`src/rtl/h4rd_pkg.sv`:
```
// ----------------------------------------------------------------------------
// h4rd_pkg
// types and constants shared by the h4 receive deframer
// ----------------------------------------------------------------------------
`default_nettype none

package h4rd_pkg;

  localparam int LEN_W = 17;

  localparam logic [7:0] TYPE_EVENT = 8'h04;
  localparam logic [7:0] TYPE_ACL   = 8'h02;
  localparam logic [7:0] TYPE_SCO   = 8'h03;

  localparam logic [1:0] KIND_EVENT = 2'd0;
  localparam logic [1:0] KIND_ACL   = 2'd1;
  localparam logic [1:0] KIND_SCO   = 2'd2;

  localparam logic [LEN_W-1:0] HDR_EVENT = 17'd2;
  localparam logic [LEN_W-1:0] HDR_ACL   = 17'd4;
  localparam logic [LEN_W-1:0] HDR_SCO   = 17'd3;

  localparam logic [1:0] STATUS_DATA     = 2'd0;
  localparam logic [1:0] STATUS_UNKNOWN  = 2'd1;
  localparam logic [1:0] STATUS_OVERSIZE = 2'd2;

  typedef struct packed {
    logic [7:0] rx_byte;
    logic       chunk_last;
  } in_word_t;

  typedef struct packed {
    logic [7:0] frame_byte;
    logic [1:0] packet_kind;
    logic       frame_first;
    logic       frame_last;
    logic [1:0] status;
  } out_word_t;

  typedef struct packed {
    logic             in_frame;
    logic [1:0]       current_kind;
    logic             header_complete;
    logic [LEN_W-1:0] bytes_needed;
    logic [LEN_W-1:0] bytes_received;
    logic [7:0]       length_low_byte;
    logic             discarding;
  } frame_state_t;

  localparam frame_state_t FRAME_IDLE = '0;

endpackage

`default_nettype wire

```
`src/rtl/h4rd_step.sv`:
```
// ----------------------------------------------------------------------------
// h4rd_step
// next-state and result logic for one received byte
// ----------------------------------------------------------------------------
`default_nettype none

module h4rd_step import h4rd_pkg::*; #(
  parameter int MAX_FRAME = 1028
) (
  input  wire logic         enable,
  input  wire frame_state_t st,
  input  wire in_word_t     word,
  output frame_state_t      st_next,
  output logic              res_valid,
  output out_word_t         res
);

  localparam logic [LEN_W-1:0] MAX_LEN = LEN_W'(MAX_FRAME);

  always_comb begin
    logic [LEN_W-1:0] idx;
    logic [LEN_W-1:0] recv_inc;
    logic [LEN_W-1:0] header;
    logic [LEN_W-1:0] payload;
    logic             first;
    logic             last;

    st_next   = st;
    res_valid = 1'b0;
    res       = '0;
    idx       = st.bytes_received;
    recv_inc  = idx + 1'b1;
    header    = HDR_SCO;
    payload   = '0;
    first     = (idx == '0);
    last      = 1'b1;

    if (enable) begin
      if (st.discarding) begin
        if (word.chunk_last) begin
          st_next.discarding = 1'b0;
        end
      end else if (!st.in_frame) begin
        st_next = FRAME_IDLE;
        case (word.rx_byte)
          TYPE_EVENT: begin
            st_next.in_frame     = 1'b1;
            st_next.current_kind = KIND_EVENT;
            st_next.bytes_needed = HDR_EVENT;
          end
          TYPE_ACL: begin
            st_next.in_frame     = 1'b1;
            st_next.current_kind = KIND_ACL;
            st_next.bytes_needed = HDR_ACL;
          end
          TYPE_SCO: begin
            st_next.in_frame     = 1'b1;
            st_next.current_kind = KIND_SCO;
            st_next.bytes_needed = HDR_SCO;
          end
          default: begin
            st_next.discarding = !word.chunk_last;
            res_valid          = 1'b1;
            res.frame_byte     = word.rx_byte;
            res.packet_kind    = KIND_EVENT;
            res.status         = STATUS_UNKNOWN;
          end
        endcase
      end else begin
        st_next.bytes_received = recv_inc;
        if (idx == LEN_W'(2)) begin
          st_next.length_low_byte = word.rx_byte;
        end
        res_valid       = 1'b1;
        res.frame_byte  = word.rx_byte;
        res.packet_kind = st.current_kind;
        res.frame_first = first;
        res.status      = STATUS_DATA;
        if (recv_inc == st.bytes_needed) begin
          if (!st.header_complete) begin
            st_next.header_complete = 1'b1;
            case (st.current_kind)
              KIND_EVENT: begin
                header  = HDR_EVENT;
                payload = LEN_W'(word.rx_byte);
              end
              KIND_ACL: begin
                header  = HDR_ACL;
                payload = LEN_W'({word.rx_byte, st.length_low_byte});
              end
              default: begin
                header  = HDR_SCO;
                payload = LEN_W'(word.rx_byte);
              end
            endcase
            if (header + payload > MAX_LEN) begin
              st_next            = FRAME_IDLE;
              st_next.discarding = !word.chunk_last;
              res.frame_first    = 1'b0;
              res.status         = STATUS_OVERSIZE;
              last               = 1'b0;
            end else begin
              st_next.bytes_needed = st.bytes_needed + payload;
              if (payload != '0) begin
                last = 1'b0;
              end
            end
          end
          if (last) begin
            st_next = FRAME_IDLE;
          end
          res.frame_last = last;
        end
      end
    end
  end

endmodule

`default_nettype wire

```
`src/rtl/h4_receive_deframer.sv`:
```
// ----------------------------------------------------------------------------
// h4_receive_deframer
// splits an h4 byte stream into event, acl and sco frames
// ----------------------------------------------------------------------------
// One byte enters per cycle while in_stall is low; the byte is registered,
// the frame state and result word are computed in one pass and the result,
// if any, is held in an output register. Sustained rate is one byte per
// cycle while out_stall is low. Known type bytes and bytes dropped after an
// error produce no output word. Error words carry the offending byte with
// status set to unknown type or oversize frame.
`default_nettype none

module h4_receive_deframer import h4rd_pkg::*; #(
  parameter int MAX_FRAME = 1028
) (
  input  wire logic      clk,
  input  wire logic      rst,
  input  wire logic      cfg_write,
  input  wire logic      cfg_data,
  input  wire logic      in_valid,
  output logic           in_stall,
  input  wire in_word_t  in_word,
  output logic           out_valid,
  input  wire logic      out_stall,
  output out_word_t      out_word
);

  logic         receive_enable;
  logic         in_full;
  in_word_t     in_reg;
  frame_state_t st;
  frame_state_t st_next;
  logic         res_valid;
  out_word_t    res;
  logic         out_free;
  logic         process;

  assign out_free = !out_valid || !out_stall;
  assign process  = in_full && out_free;
  assign in_stall = in_full && !out_free;

  h4rd_step #(
    .MAX_FRAME(MAX_FRAME)
  ) u_step (
    .enable    (receive_enable),
    .st        (st),
    .word      (in_reg),
    .st_next   (st_next),
    .res_valid (res_valid),
    .res       (res)
  );

  always_ff @(posedge clk) begin
    if (rst) begin
      receive_enable <= 1'b0;
    end else if (cfg_write) begin
      receive_enable <= cfg_data;
    end
  end

  always_ff @(posedge clk) begin
    if (rst) begin
      in_full <= 1'b0;
    end else if (in_valid && !in_stall) begin
      in_full <= 1'b1;
    end else if (process) begin
      in_full <= 1'b0;
    end
  end

  always_ff @(posedge clk) begin
    if (in_valid && !in_stall) begin
      in_reg <= in_word;
    end
  end

  always_ff @(posedge clk) begin
    if (rst) begin
      st <= FRAME_IDLE;
    end else if (process) begin
      st <= st_next;
    end
  end

  always_ff @(posedge clk) begin
    if (rst) begin
      out_valid <= 1'b0;
    end else if (out_free) begin
      out_valid <= process && res_valid;
    end
  end

  always_ff @(posedge clk) begin
    if (out_free && process) begin
      out_word <= res;
    end
  end

endmodule

`default_nettype wire
```
`config.mk`:
```
export PLATFORM = sky130hd
export DESIGN_NAME = h4_receive_deframer
export DESIGN_NICKNAME = d
export VERILOG_FILES = /design/src/rtl/h4rd_pkg.sv /design/src/rtl/h4rd_step.sv /design/src/rtl/h4_receive_deframer.sv
export SDC_FILE = /design/constraint.sdc
export NUM_CORES = 1
export LEC_CHECK = 0
export ABC_AREA = 1
export BUFFER_PORTS_ARGS = -buffer_cell sky130_fd_sc_hd__buf_4
export CAP_MARGIN = 15
export CORE_MARGIN = 3
export CORE_UTILIZATION = 40
export CTS_CLUSTER_DIAMETER = 30
export DETAILED_ROUTE_END_ITERATION = 8
export GPL_TIMING_DRIVEN = 0
export HOLD_SLACK_MARGIN = 0.03
export PLACE_DENSITY = 0.55
export SKIP_CTS_REPAIR_TIMING = 1
export SLEW_MARGIN = 15
export SYNTH_ARGS = -nofsm -noshare
export SYNTH_HDL_FRONTEND = slang
export SYNTH_SLANG_ARGS = --single-unit
```
`constraint.sdc`:
```
create_clock -name clk -period 8.9 [get_ports clk]
set_input_delay 0.89 -clock clk [delete_from_list [all_inputs] [get_ports clk]]
set_output_delay 0.89 -clock clk [all_outputs]
set_load 0.02 [all_outputs]
```
After elaboration in Yosys (flattened, before gate mapping)
Cells that the tools add are included.
{"block": "totals", "ff_bits": 73, "output_inout_bits": 16, "input_bits": 15, "wordCells": 105}
{"block": "classes", "add_sub_neg": 3, "n_eq_ne": 9, "magnitude_cmp": 1, "n_bitwise": 4, "reduce_logical": 24, "n_mux": 47}
{"operator": "2-to-1 mux 47 bit", "n": 4}
{"operator": "2-to-1 mux 17 bit", "n": 11}
{"operator": "adder 17 bit", "n": 2}
{"operator": "2-to-1 mux 26 bit", "n": 1}
{"operator": "2-to-1 mux 10 bit", "n": 2}
{"operator": "2-to-1 mux 1 bit", "n": 19}
{"operator": "one-hot mux 3 bit (3 select lines)", "n": 2}
{"operator": "adder 17 x 1 -> 17 bit, second input constant", "n": 1}
{"operator": "equality test 17 bit", "n": 1}
{"operator": "equality test 17 x 2 -> 1 bit, second input constant", "n": 1}
{"operator": "greater-than comparator 17 x 11 -> 1 bit, second input constant", "n": 1}
{"operator": "zero test 17 bit", "n": 1}
{"operator": "nonzero test 17 bit", "n": 1}
{"operator": "equality test 8 x 2 -> 1 bit, second input constant", "n": 2}
{"operator": "2-to-1 mux 16 bit", "n": 1}
{"operator": "equality test 8 x 3 -> 1 bit, second input constant", "n": 1}
{"operator": "2-to-1 mux 4 bit", "n": 2}
{"operator": "2-to-1 mux 8 bit", "n": 1}
{"operator": "2-to-1 mux 2 bit", "n": 3}
{"operator": "one-hot mux 3 bit (2 select lines)", "n": 1}
{"operator": "AND reduction 6 bit", "n": 1}
{"operator": "OR reduction 3 bit", "n": 2}
{"operator": "logical AND 1 bit", "n": 5}
{"operator": "zero test 1 bit", "n": 5}
{"operator": "14 further kinds", "n": 17}

Depth between registers and ports, before layout
{"block": "logic_depth", "ltp_word": 19, "depth_mapped": 22}

Hierarchy
From an unflattened synthesis, not the netlist that was laid out.
{"block": "unflattened", "hier_cells": 1041, "area_unflattened_um2": 6573.8}
{"module": "h4rd_step", "area_each_um2": 3672.3, "instances": 1, "cells_per_inst": 693, "seq_area_each_um2": 0.0}
{"module": "h4_receive_deframer", "area_each_um2": 2901.5, "instances": 1, "cells_per_inst": 348, "seq_area_each_um2": 1691.6}

Worst setup path before layout
OpenSTA, ideal clock, no wires.
{"block": "synth_timing", "kind": "reg-to-reg", "start": "register, netlist name st[45]", "end": "register, netlist name st[11]", "arrival_time_ns": 2.883, "slack_ns": 5.946, "setup_ns": 0.071, "stages_incl_launch_ff": 19, "period_less_slack_ns": 2.954, "cell_sequence": "dfxtp_1 > inv_4 > nand2_4 > buf_12 > o21ai_0 > fa_1 > or2_2 > nand2_1 > nor2_1 > nor2_1 > nand2_1 > nor2_1 > nand3_1 > nand2_2 > nand4_4 > nand2_4 > buf_8 > nand3_2 > a21oi_2"}
{"block": "synth_between", "elab_chain_len": 18, "elab_cells_between_ends": 29, "cone_classes": "add/sub: 1; order compare: 1; eq/ne: 1; mux: 24; reduce/logical: 2"}
{"element": "equality test 2 x 1 -> 1 bit / zero test 2 bit (equally long branches)", "line": "h4rd_step.sv:82", "rtl": "case (st.current_kind)"}
{"element": "one-hot mux 3 bit (2 select lines) / 2-to-1 mux 16 bit (equally long branches)", "line": "h4rd_step.sv:82"}
{"element": "2-to-1 mux 17 bit", "line": "h4rd_step.sv:80", "rtl": "if (!st.header_complete) begin"}
{"element": "2-to-1 mux 17 bit", "line": "h4rd_step.sv:79", "rtl": "if (recv_inc == st.bytes_needed) begin"}
{"element": "2-to-1 mux 17 bit", "line": "h4rd_step.sv:43", "rtl": "end else if (!st.in_frame) begin"}
{"element": "2-to-1 mux 17 bit", "line": "h4rd_step.sv:39", "rtl": "if (st.discarding) begin"}
{"element": "2-to-1 mux 17 bit", "line": "h4rd_step.sv:38", "rtl": "if (enable) begin"}
{"element": "adder 17 bit / nonzero test 17 bit (equally long branches)", "line": "h4rd_step.sv:96, h4rd_step.sv:104"}
{"element": "[... 2 more ...]"}
{"element": "2-to-1 mux 1 bit", "line": "h4rd_step.sv:80"}
{"element": "2-to-1 mux 1 bit", "line": "h4rd_step.sv:79"}
{"element": "2-to-1 mux 1 bit", "line": "h4rd_step.sv:43"}
{"element": "2-to-1 mux 1 bit", "line": "h4rd_step.sv:39"}
{"element": "2-to-1 mux 1 bit", "line": "h4rd_step.sv:38"}
{"element": "2-to-1 mux 47 bit *", "line": "h4rd_step.sv:109", "rtl": "if (last) begin"}
{"element": "2-to-1 mux 47 bit *", "line": "h4rd_step.sv:79"}
{"element": "2-to-1 mux 47 bit *", "line": "h4rd_step.sv:43"}
Mark *: on every way between the ends. The rest lies on a longest branch, timed or not. The select of a mux whose other input is x is not followed.
A chain may end at the register's enable or synchronous reset.

Worst setup path in the final report
{"block": "layout_timing", "start": "register, netlist name st[45]", "end": "register, netlist name st[41]"}
{"block": "layout_between", "elab_chain_len": 18, "elab_cells_between_ends": 32, "cone_classes": "add/sub: 2; order compare: 1; eq/ne: 2; mux: 24; reduce/logical: 3"}
{"element": "equality test 2 x 1 -> 1 bit / zero test 2 bit (equally long branches)", "line": "h4rd_step.sv:82"}
{"element": "one-hot mux 3 bit (2 select lines) / 2-to-1 mux 16 bit (equally long branches)", "line": "h4rd_step.sv:82"}
{"element": "2-to-1 mux 17 bit", "line": "h4rd_step.sv:80"}
{"element": "2-to-1 mux 17 bit", "line": "h4rd_step.sv:79"}
{"element": "2-to-1 mux 17 bit", "line": "h4rd_step.sv:43"}
{"element": "2-to-1 mux 17 bit", "line": "h4rd_step.sv:39"}
{"element": "2-to-1 mux 17 bit", "line": "h4rd_step.sv:38"}
{"element": "adder 17 bit / nonzero test 17 bit (equally long branches)", "line": "h4rd_step.sv:96, h4rd_step.sv:104"}
{"element": "[... 2 more ...]"}
{"element": "2-to-1 mux 1 bit", "line": "h4rd_step.sv:80"}
{"element": "2-to-1 mux 1 bit", "line": "h4rd_step.sv:79"}
{"element": "2-to-1 mux 1 bit", "line": "h4rd_step.sv:43"}
{"element": "2-to-1 mux 1 bit", "line": "h4rd_step.sv:39"}
{"element": "2-to-1 mux 1 bit", "line": "h4rd_step.sv:38"}
{"element": "2-to-1 mux 47 bit", "line": "h4rd_step.sv:109"}
{"element": "2-to-1 mux 47 bit", "line": "h4rd_step.sv:79"}
{"element": "2-to-1 mux 47 bit", "line": "h4rd_step.sv:43"}
Several ways; a longest one is shown, not always the timed one. The select of a mux whose other input is x is not followed.

==> metrics.md <==
| Metric | Value |
|---|---|
| Run status | `finished, final reports clean` |
| Gpl congestion | `0.9581` |
| Num CTS Buffers | `9` |
| Routed wire length | `16.47 mm` |
| Register area share after synthesis | `29.91%` |
| Crit path capture type | `register` |
| Layout cells sized above 1 | `16.46%` |
| Synth top area cells | `dfxtp_1 (18%), nand2_1 (15%), edfxtp_1 (12%)` |
| Number of synthesized flops with an enable pin | `23` |
| First-pass GRT wire length | `26.24 mm` |
| Ant. Diodes | `0` |
| Die area | `0.01560 mm^2` |
| Setup CP Type | `register to register` |
| Fin. max-slew vios | `0` |
| RSZ-0062 raised after global routing | `no` |
| Std-Cell Rows | `42` |
| Core area | `0.01356 mm^2` |
| Worst-path clk slew | `0.06 ns` |
| Cells after synthesis | `829` |
| Area Growth Syn to Fin | `13.72%` |
| Ports | `31` |
| Yosys top cell area share | `17.70%` |
| Most instantiated cells after synthesis | `nand2_1 (229), inv_1 (94), nor2_1 (87), nand3_1 (68), dfxtp_1 (50)` |
| Antenna violations before repair | `0` |
| Wire per inst | `15.67 um` |
| Max_cap viols | `0` |
| Die X | `124.9 um` |
| CTS root buffer | `clkbuf_16` |
| Hold Path Class | `register to register` |
| Synth unique cells | `46` |
| Async SR Flop Fraction | `0%` |
| Crit path to | `st[41]$_SDFFE_PP0P_` |
| Final-report hold violation count | `0` |
| Dpl cell area | `0.006103 mm^2` |
| Worst slew margin | `45.25%` |
| Max FFs per register | `47` |
| Reg-to-reg slack, setup | `5.40 ns` |
| DRT iter0 DRCs | `503` |
| Vias per cell | `5.152` |
| Clk buf depth | `2` |
| Die Ht | `124.9 um` |
| Critical Path RT | `9.17 ns` |
| Skew final | `0.01118 ns` |
| Antenna-violating nets left | `0` |
| Vias in the first global route | `4998` |
| Cell with the most instances after synthesis | `nand2_1` |
| Area leader, netlist | `dfxtp_1` |
| Final min period | `3.496 ns` |
| Setup TNS | `0 ns` |
| Nets | `908` |
| Gr ovfl total | `0` |
| Setup Viol. Count Final | `0` |
| RR Startpoint | `st[45]$_SDFFE_PP0P_` |
| PwrDens | `133.2 mW/mm^2` |
| Drc violations | `0` |
| FF-to-FF End | `st[41]$_SDFFE_PP0P_` |
| Maximum vdd ir drop | `0.08145 mV` |
| Data arrival, critical path | `3.76 ns` |
| Largest net degree at the start of global routing | `18` |
| Crit path launch type | `register` |
| 1st-pass router iterations | `5` |
| Final instance area | `0.006431 mm^2` |
| PnR Total Power | `0.8569 mW` |
| Crit. Startpoint | `st[45]$_SDFFE_PP0P_` |
| Reg2Reg Depth | `18` |
| Syn Nets | `867` |
| Via Count | `5415` |
| Post-DP HPWL | `13.25 mm` |
| Post-Syn Area | `0.005655 mm^2` |
| Clock Latency Late Sink | `0.35 ns` |
| LEAKAGE | `2.755 nW` |
| Crit share post-route | `39.28%` |
| Yosys warning count | `0` |
| Total GRT Usage | `21.12%` |
| CTS tree | `built` |
| Num Clock Sinks | `73` |
| Starting Density | `41.71%` |
| Fmax | `0.2860 GHz` |
| H-tree Lvls | `3` |
| Ys flop type | `dfxtp_1` |
| Port Buffers | `30` |
| Syn avg cell area | `6.822 um^2` |
| Slew @ Worst Pin | `0.8212 ns` |
| Critical path peak fanout | `10` |
| Synthesized flop and latch total | `73` |
## per-stage QoR
step / util (%) / std cells / setup slack (ns) / hold slack, ns
floorplan: - / 829 / 5.946 / 0.4440
global placement: 45.00 / 1035 / 5.208 / 0.4545
detailed placement: 45.02 / 1035 / 5.418 / 0.4564
CTS: 47.43 / 1051 / 5.397 / 0.4657
global route: 47.43 / 1051 / 5.123 / 0.5077
finish: 47.43 / 1051 / 5.404 / 0.4644
## logic make-up after synthesis
| family | share of synthesized area (%) |
|---|---|
| compound gates | 11.48 |
| xor+xnor | 2.788 |
| fa+ha+maj | 5.354 |
| buf+inv | 9.734 |
| flops | 29.91 |
| simple gates | 40.73 |
## final cells by class
cell class,count,area (um^2)
fillers,1409,7127
flip-flops and latches,73,1692
clock inverters,7,102.6
multi-input cells,631,3416
plain buffers,25,170.2
clock buffers,9,225.2
well taps,176,220.2
repair buffers,30,225.2
inverters,100,380.4
## cell usage in the layout (no fill, tap or decap), types with 2 or more instances in the layout
cell type,netlist,final
clkbuf_16,0,9
nand3b_1,8,8
buf_8,2,2
nor2_4,5,5
xnor2_1,3,3
or2_2,2,2
nand2_4,6,6
edfxtp_1,23,23
a31oi_1,2,2
buf_6,3,3
fa_1,2,2
buf_2,9,9
a21oi_2,20,20
nand4_1,17,17
nand2_1,229,229
buf_4,1,31
a211oi_1,3,3
inv_2,3,3
dfxtp_1,50,50
o21bai_1,6,6
nor3_1,8,8
o21ai_0,22,22
inv_1,94,94
nand3_2,20,20
inv_4,2,2
nor4_1,8,8
xor2_1,15,15
nand2_2,14,14
bufinv_16,0,2
a21oi_1,48,48
nand3_1,68,68
clkinv_4,0,2
ha_1,21,21
nor2_1,87,86
clkbuf_1,8,8
nor2_2,7,8
## where the power goes
group / switching, mW / leakage (nW) / internal, mW
registers: 0.00531 / 0.629 / 0.351
logic: 0.0612 / 1.96 / 0.0311
clock network: 0.160 / 0.162 / 0.249
## metal layers
| layer | GRT usage [%] | wire, um | share of wire [%] |
|---|---|---|---|
| met4 | 8.227 | 461 | 2.8 |
| met2 | 31.90 | 7132 | 43 |
| met3 | 3.259 | 680 | 4.1 |
| met5 | 0 | 0 | 0 |
| met1 | 30.33 | 8194 | 50 |
## critical path, cell delays in order, from the launching register on
cell     delay (ns)
dfxtp_1        0.37
inv_4          0.14
nand2_4        0.08
buf_12         0.15
o21ai_0        0.60
fa_1           0.52
or2_2          0.31
nand2_1        0.08
nor2_1         0.05
nor2_1         0.10
nand2_1        0.07
nor2_1         0.09
nand3_1        0.09
nand2_2        0.15
nand3_4        0.11
inv_4          0.11
buf_6          0.15
nand3_1        0.08
a21oi_1        0.15
## worst min path at each step
stage	startpoint	cells past startpoint	slack, ns	endpoint
global route	st[1]$_SDFFE_PP0P_	2	0.51	st[1]$_SDFFE_PP0P_
floorplan	st[0]$_SDFFE_PP0P_	2	0.44	st[0]$_SDFFE_PP0P_
finish	st[0]$_SDFFE_PP0P_	2	0.46	st[0]$_SDFFE_PP0P_
detailed placement	st[0]$_SDFFE_PP0P_	2	0.46	st[0]$_SDFFE_PP0P_
global placement	st[0]$_SDFFE_PP0P_	2	0.45	st[0]$_SDFFE_PP0P_
CTS	st[0]$_SDFFE_PP0P_	2	0.47	st[0]$_SDFFE_PP0P_
(Power assumes the default switching activity.)
